## src/design/blu_pkg.sv

```systemverilog
package blu_pkg;

    localparam int MAX_SRC_WIDTH_DEF  = 2048;
    localparam int MAX_SRC_HEIGHT_DEF = 4096;

    localparam int PIX_W      = 8;
    localparam int DST_COL_W  = 12;
    localparam int DST_ROW_W  = 13;
    localparam int CFG_WID_W  = 12;
    localparam int CFG_HGT_W  = 13;
    localparam int CFG_DATA_W = 13;
    localparam int CFG_IDX_W  = 1;
    localparam int TDATA_W    = 40;   // 8 + 12 + 13 = 33 bits, padded to 5 bytes
    localparam int WGT_W      = 5;
    localparam int CFG_WID_RST = 2048;
    localparam int CFG_HGT_RST = 4096;

    typedef enum logic [CFG_IDX_W-1:0] {
        CFG_SRC_WIDTH  = 1'b0,
        CFG_SRC_HEIGHT = 1'b1
    } t_cfg_reg;

    // destination row of a result relative to the source pixel
    typedef enum logic [1:0] {
        ROW_TOP,    // first destination row, horizontal blend only
        ROW_UP,     // row 2r-1, nearer the upper source row
        ROW_DN,     // row 2r, nearer the current source row
        ROW_BOT     // last destination row, horizontal blend only
    } t_row_kind;

    // destination column of a result relative to the source pixel
    typedef enum logic [1:0] {
        COL_FIRST,  // column 0
        COL_ODD,    // column 2c-1
        COL_EVEN,   // column 2c
        COL_LAST    // column 2w-1
    } t_col_kind;

    typedef struct packed {
        logic [PIX_W-1:0] ul;
        logic [PIX_W-1:0] up;
        logic [PIX_W-1:0] lf;
        logic [PIX_W-1:0] p;
        logic             first_col;
        logic             last_col;
        logic             first_row;
        logic             last_row;
    } t_item;

    typedef struct packed {
        logic [WGT_W-1:0] ul;
        logic [WGT_W-1:0] up;
        logic [WGT_W-1:0] lf;
        logic [WGT_W-1:0] p;
    } t_weights;

    // All blends in sixteenths: a 3:1 pair becomes 12:4 under the same shift by 4.
    function automatic t_weights blend_weights(t_row_kind rk, t_col_kind ck);
        t_weights wt;
        wt = '{ul: 5'd0, up: 5'd0, lf: 5'd0, p: 5'd16};
        case (rk)
            ROW_UP: begin
                case (ck)
                    COL_ODD:  wt = '{ul: 5'd9, up: 5'd3, lf: 5'd3, p: 5'd1};
                    COL_EVEN: wt = '{ul: 5'd3, up: 5'd9, lf: 5'd1, p: 5'd3};
                    default:  wt = '{ul: 5'd0, up: 5'd12, lf: 5'd0, p: 5'd4};
                endcase
            end
            ROW_DN: begin
                case (ck)
                    COL_ODD:  wt = '{ul: 5'd3, up: 5'd1, lf: 5'd9, p: 5'd3};
                    COL_EVEN: wt = '{ul: 5'd1, up: 5'd3, lf: 5'd3, p: 5'd9};
                    default:  wt = '{ul: 5'd0, up: 5'd4, lf: 5'd0, p: 5'd12};
                endcase
            end
            default: begin
                case (ck)
                    COL_ODD:  wt = '{ul: 5'd0, up: 5'd0, lf: 5'd12, p: 5'd4};
                    COL_EVEN: wt = '{ul: 5'd0, up: 5'd0, lf: 5'd4, p: 5'd12};
                    default:  wt = '{ul: 5'd0, up: 5'd0, lf: 5'd0, p: 5'd16};
                endcase
            end
        endcase
        return wt;
    endfunction

endpackage

```

## src/design/blu_emit.sv

```systemverilog
module blu_emit #(
    parameter int COL_W = 11,
    parameter int ROW_W = 12
) (
    input  logic                         i_clk,
    input  logic                         i_rst_n,
    input  logic                         i_load,
    input  blu_pkg::t_item               i_item,
    input  logic [COL_W-1:0]             i_col,
    input  logic [COL_W-1:0]             i_wm1,
    input  logic [ROW_W-1:0]             i_row,
    input  logic [ROW_W-1:0]             i_hm1,
    output logic                         o_ready,
    output logic                         o_valid,
    input  logic                         i_ready,
    output logic [blu_pkg::TDATA_W-1:0]  o_data,
    output logic                         o_last,
    output logic                         o_user
);
    import blu_pkg::*;

    localparam int CXW = (COL_W + 1 > DST_COL_W) ? COL_W + 1 : DST_COL_W;
    localparam int RXW = (ROW_W + 1 > DST_ROW_W) ? ROW_W + 1 : DST_ROW_W;

    logic             r_s2_valid;
    t_row_kind        r_rk;
    t_col_kind        r_ck;
    t_item            r_item;
    logic [COL_W-1:0] r_col;
    logic [COL_W-1:0] r_wm1;
    logic [ROW_W-1:0] r_row;
    logic [ROW_W-1:0] r_hm1;

    logic               r_m_valid;
    logic [TDATA_W-1:0] r_m_data;
    logic               r_m_last;
    logic               r_m_user;

    t_row_kind n_rk;
    t_col_kind n_ck;
    logic      col_end;
    logic      row_end;
    logic      out_free;
    logic      emit;
    logic      done;
    t_row_kind rk_start;
    t_col_kind ck_start;
    t_col_kind ck_restart;

    t_weights             wt;
    logic [12:0]          prod_ul, prod_up, prod_lf, prod_p;
    logic [13:0]          acc;
    logic [CXW-1:0]       col_x;
    logic [RXW-1:0]       row_x;
    logic [PIX_W-1:0]     pix_val;

    assign out_free = !r_m_valid || i_ready;
    assign emit     = r_s2_valid && out_free;
    assign done     = emit && col_end && row_end;
    assign o_ready  = !r_s2_valid || done;

    assign rk_start   = i_item.first_row ? ROW_TOP : ROW_UP;
    assign ck_start   = i_item.first_col ? COL_FIRST : COL_ODD;
    assign ck_restart = r_item.first_col ? COL_FIRST : COL_ODD;

    // next position in the sequence of results
    always_comb begin
        n_ck    = r_ck;
        col_end = 1'b1;
        case (r_ck)
            COL_FIRST, COL_EVEN: begin
                col_end = !r_item.last_col;
                n_ck    = COL_LAST;
            end
            COL_ODD: begin
                col_end = 1'b0;
                n_ck    = COL_EVEN;
            end
            default: begin
                col_end = 1'b1;
                n_ck    = COL_LAST;
            end
        endcase
    end

    always_comb begin
        n_rk    = r_rk;
        row_end = 1'b1;
        case (r_rk)
            ROW_TOP, ROW_DN: begin
                row_end = !r_item.last_row;
                n_rk    = ROW_BOT;
            end
            ROW_UP: begin
                row_end = 1'b0;
                n_rk    = ROW_DN;
            end
            default: begin
                row_end = 1'b1;
                n_rk    = ROW_BOT;
            end
        endcase
    end

    // value and coordinates of the current result; a neighbor with zero weight
    // drops out entirely, so a line word not yet written never reaches the sum
    always_comb begin
        wt      = blend_weights(r_rk, r_ck);
        prod_ul = (wt.ul == '0) ? '0 : {8'd0, wt.ul} * {5'd0, r_item.ul};
        prod_up = (wt.up == '0) ? '0 : {8'd0, wt.up} * {5'd0, r_item.up};
        prod_lf = (wt.lf == '0) ? '0 : {8'd0, wt.lf} * {5'd0, r_item.lf};
        prod_p  = (wt.p == '0)  ? '0 : {8'd0, wt.p}  * {5'd0, r_item.p};
        acc     = {1'b0, prod_ul} + {1'b0, prod_up} + {1'b0, prod_lf} + {1'b0, prod_p};
        pix_val = acc[11:4];

        case (r_ck)
            COL_FIRST: col_x = '0;
            COL_ODD:   col_x = CXW'({r_col, 1'b0}) - CXW'(1);
            COL_EVEN:  col_x = CXW'({r_col, 1'b0});
            default:   col_x = CXW'({r_wm1, 1'b1});
        endcase

        case (r_rk)
            ROW_TOP: row_x = '0;
            ROW_UP:  row_x = RXW'({r_row, 1'b0}) - RXW'(1);
            ROW_DN:  row_x = RXW'({r_row, 1'b0});
            default: row_x = RXW'({r_hm1, 1'b1});
        endcase
    end

    always_ff @(posedge i_clk) begin
        if (!i_rst_n) begin
            r_s2_valid <= 1'b0;
            r_rk       <= ROW_TOP;
            r_ck       <= COL_FIRST;
            r_m_valid  <= 1'b0;
        end else begin
            if (i_load) begin
                r_s2_valid <= 1'b1;
                r_rk       <= rk_start;
                r_ck       <= ck_start;
            end else if (done) begin
                r_s2_valid <= 1'b0;
            end else if (emit) begin
                if (col_end) begin
                    r_ck <= ck_restart;
                    r_rk <= n_rk;
                end else begin
                    r_ck <= n_ck;
                end
            end

            if (emit) begin
                r_m_valid <= 1'b1;
            end else if (i_ready) begin
                r_m_valid <= 1'b0;
            end
        end
    end

    always_ff @(posedge i_clk) begin
        if (i_load) begin
            r_item <= i_item;
            r_col  <= i_col;
            r_wm1  <= i_wm1;
            r_row  <= i_row;
            r_hm1  <= i_hm1;
        end
        if (emit) begin
            r_m_data <= {{(TDATA_W - PIX_W - DST_COL_W - DST_ROW_W){1'b0}},
                         row_x[DST_ROW_W-1:0], col_x[DST_COL_W-1:0], pix_val};
            r_m_last <= col_end && row_end;
            r_m_user <= col_end && row_end && r_item.last_col && r_item.last_row;
        end
    end

    assign o_valid = r_m_valid;
    assign o_data  = r_m_data;
    assign o_last  = r_m_last;
    assign o_user  = r_m_user;

endmodule

```

## config.mk

```make
export PLATFORM = sky130hd
export DESIGN_NAME = blu_emit
export DESIGN_NICKNAME = d
export VERILOG_FILES = /design/src/design/blu_pkg.sv /design/src/design/blu_emit.sv
export SDC_FILE = /design/constraint.sdc
export NUM_CORES = 1
export LEC_CHECK = 0
export BUFFER_PORTS_ARGS = -buffer_cell sky130_fd_sc_hd__buf_2
export CAP_MARGIN = 20
export CORE_MARGIN = 2
export CORE_UTILIZATION = 64
export DETAILED_ROUTE_END_ITERATION = 16
export PLACE_DENSITY = 0.95
export SYNTH_ARGS = -nofsm -noshare
export SYNTH_HDL_FRONTEND = slang
export SYNTH_SLANG_ARGS = --single-unit
export TNS_END_PERCENT = 100
```

## constraint.sdc

```tcl
create_clock -name i_clk -period 22 [get_ports i_clk]
set_clock_uncertainty 0.2 [all_clocks]
set_input_delay 0 -clock i_clk [delete_from_list [all_inputs] [get_ports i_clk]]
set_output_delay 0 -clock i_clk [all_outputs]
set_load 0.005 [all_outputs]
```

==> flow_metrics.py <==
metrics = {
    "sta": {
        "hold_viol": 0,
        "slew_headroom_pct": 34.3,
        "setup_viol": 0,
        "tns_ps": 0,
        "min_period_over_period_pct": 38.4,
        "worst_slew_pin_slew_ps": 983,
        "period_needed_ps": 8460,
        "fmax_mhz": 118,
        "setup_ws_ps": 13540,
        "rsz0062_at_grt": "no",
        "slew_viol_final": 0,
    },
    "worst_setup_path": {
        "timing.rr.start": "r_rk[0]",
        "rr_worst_depth": 27,
        "r2r_end": "o_data[7]",
        "cp_data_required_time_ps": 22020,
        "cp.arrival_ps": 8480,
        "critPathCaptureType": "flip-flop",
        "slowest_delay_ps": 800,
        "slowest_stage": "nor3b_1",
        "path_common_cell": "inv_1",
        "criticalPathCategory": "reg2reg",
        "start_kind": "flip-flop",
        "reg2reg_slack_ps": 13540,
        "path_max_fanout": 19,
    },
    "cts": {
        "worst_setup_hold_path_clk_slew_ps": 80,
        "cts_buffers": 17,
        "cts_sinks": 122,
        "ctsResizeCount": 0,
        "cts_setup_buffers": 0,
        "cts_tree": "done",
        "insertion_delay_ps": 450,
        "cts_root_buf": "clkbuf_16",
        "htree_levels": 4,
        "clock_path_buffers": 2,
    },
    "synthesis": {
        "ys_seq_area_share_pct": 36.6,
        "avgSynthCellArea_um2": 10.5,
        "ys_ff_latch": 122,
        "yosysWarningCount": 0,
        "synth.area.top_cells": "edfxtp_1, fa_1, ha_1",
        "synth.top_cell.area_share_pct": 35.4,
        "synthArstFlopShare_pct": 0,
        "synth_edf_count": 116,
        "netlist-cell-type-count": 54,
        "yosysMostFrequentCell": "inv_1",
        "netlist_area_um2": 9840,
        "syn_inst": 941,
        "ys.flop_type": "edfxtp_1",
        "yosys.area.top_type": "edfxtp_1",
        "ys_top_cells_by_count": "inv_1, edfxtp_1, ha_1",
    },
    "floorplanning": {
        "initial_core_util_pct": 65.2,
        "boundaryPins": 130,
        "die_y_um": 128,
        "die_width_um": 128,
        "fp.dieArea_um2": 16400,
        "placementRows": 45,
        "core_area_um2": 15100,
    },
    "global_routing": {
        "antenna_found_initial": 0,
        "grt_pass1_vias": 8395,
        "overflow": 0,
        "grt_max_degree": 62,
        "grt_pass1_wl_um": 43600,
        "grtUsageTotal_pct": 35.5,
    },
    "placed_design": {
        "port_buffers": 122,
        "place.gp.congestion": 0.898,
        "place_area_um2": 10600,
        "dp_slack_ps": 14170,
        "hpwl_um": 15500,
    },
    "routing": {
        "vias": 8059,
        "drt-wirelength-per-cell_um": 20.6,
        "first_pass_iters": 6,
        "antenna_left": 0,
        "drt_iter0_drc": 868,
        "viasPerCell": 5.98,
        "totalWireLength_um": 27800,
        "drc": 0,
    },
    "power_and_ir_drop": {
        "p_comb_share_pct": 19.2,
        "p_switching_uw": 223,
        "powerDensity_nw_per_um2": 60.9,
        "switching_share_pct": 30.4,
        "power_frac_clock_pct": 40.8,
        "peakVddDrop_uv": 65.3,
        "power_frac_seq_pct": 40.0,
        "power.static_leakage_uw": 0.00568,
        "p_total_uw": 734,
        "p_int_uw": 511,
    },
    "min_path": {
        "hold_class": "in2reg",
        "holdPathStages": 2,
        "hold_end": "r_hm1[8]",
        "hp-start": "i_hm1[8]",
    },
    "cells_and_area": {
        "areaGrowthSynthToFinish_pct": 22.5,
        "finalInstanceArea_um2": 12100,
        "num_antenna_cells": 0,
        "finish.utilization_pct": 79.9,
        "fin_nets": 1406,
        "drive_gt1_share_pct": 15.6,
    },
    "job": {
        "cap_violations": 0,
    },
    "run_status": {
        "status": "complete, no violations",
    },
}
worst max-delay path by stage:
stage / from / endpoint / slack, ps / cells past startpoint
final: r_rk[0] / o_data[7] / 13540 / 27
after global routing: r_ck[0] / o_data[7] / 13230 / 26
after CTS: r_ck[0] / o_data[7] / 13960 / 26
after detailed placement: r_ck[0] / o_data[7] / 14170 / 24
after global placement: r_rk[0] / o_data[7] / 14440 / 27
after floorplan: r_rk[0] / o_data[7] / 15050 / 27
placed cells by master (no fill, tap or decap), drive strengths merged, types with 8 or more instances in the layout:
cell type and instances:
and2 93, fa 67, xnor2 24, o21ai 38
edfxtp 116, inv 146, ha 106, nand3 8
a21oi 30, and3 8, nor3 14, nor2b 8
nor3b 9, clkbuf 17, or3 10, dlygate4sd3 86
a21o 10, nand2 86, a22oi 16, buf 126
nor2 40, xor2 23
metal layers:
metal	share of wire (%)	routed length [um]	track usage (%)
met1	35	9730	39.0
met4	8.3	2300	27.3
met3	8.1	2240	8.39
met2	49	13500	59.6
met5	0	0	0
power by group through the flow:
| stage | clock [uW] | sequential [uW] | combinational, uW |
|---|---|---|---|
| 3_3_place_gp | 0 | 294 | 111 |
| 5_1_grt | 307 | 295 | 153 |
| 2_1_floorplan | 0 | 292 | 79.1 |
| 6_report | 299 | 294 | 141 |
| 4_1_cts | 289 | 291 | 133 |
| 3_5_place_dp | 0 | 295 | 117 |
worst max-delay path, delay by kind of cell (launching register included):
| kind | cells | cell delay [ps] |
|---|---|---|
| AO/OA/AOI/OAI | 6 | 1340 |
| XOR/XNOR | 3 | 840 |
| adder cells (fa/ha/maj) | 8 | 3790 |
| buffers and inverters | 5 | 390 |
| flip-flops | 1 | 350 |
| AND/OR/NAND/NOR | 5 | 1320 |
cell families after synthesis:
kind of cell               share of synthesized area [%]
and+or+nand+nor                                     15.7
AOI/OAI and AO/OA                                   8.28
muxes                                              0.750
buffers and inverters                               6.84
DFF                                                 36.6
other                                             0.0381
xor gates and xnor gates                            4.64
adders and majority gates                           27.1
metrics by stage:
step	hold WS, ps	std cells
after CTS	63.6	1348
after global placement	-23.6	1230
after detailed placement	-21.9	1230
after global routing	65.0	1348
after floorplan	-101	947
final	62.4	1348
state kept, by name, indices dropped and copies added, names as in the netlist:
signal and flops:
o_data 33, o_last 1, o_user 1, o_valid 1, r_ck 2, r_col 11
r_hm1 12, r_item 35, r_rk 2, r_row 12, r_s2_valid 1, r_wm1 11
what timing repair did:
item | in CTS | in global routing
hold buffers | 86 | 0
endpoints found under the hold margin | 108 | 0
endpoints found under the setup margin | 0 | 0
final cells by class:
| cell class | count | area (um2) |
|---|---|---|
| well taps | 188 | 235 |
| multi-input cells | 656 | 5590 |
| fillers | 763 | 3040 |
| repair buffers | 212 | 1500 |
| clock buffers | 17 | 425 |
| clock inverters | 15 | 178 |
| flip-flops and latches | 122 | 3600 |
| inverters | 138 | 518 |
Note: power is estimated with default switching activity, not from simulation.
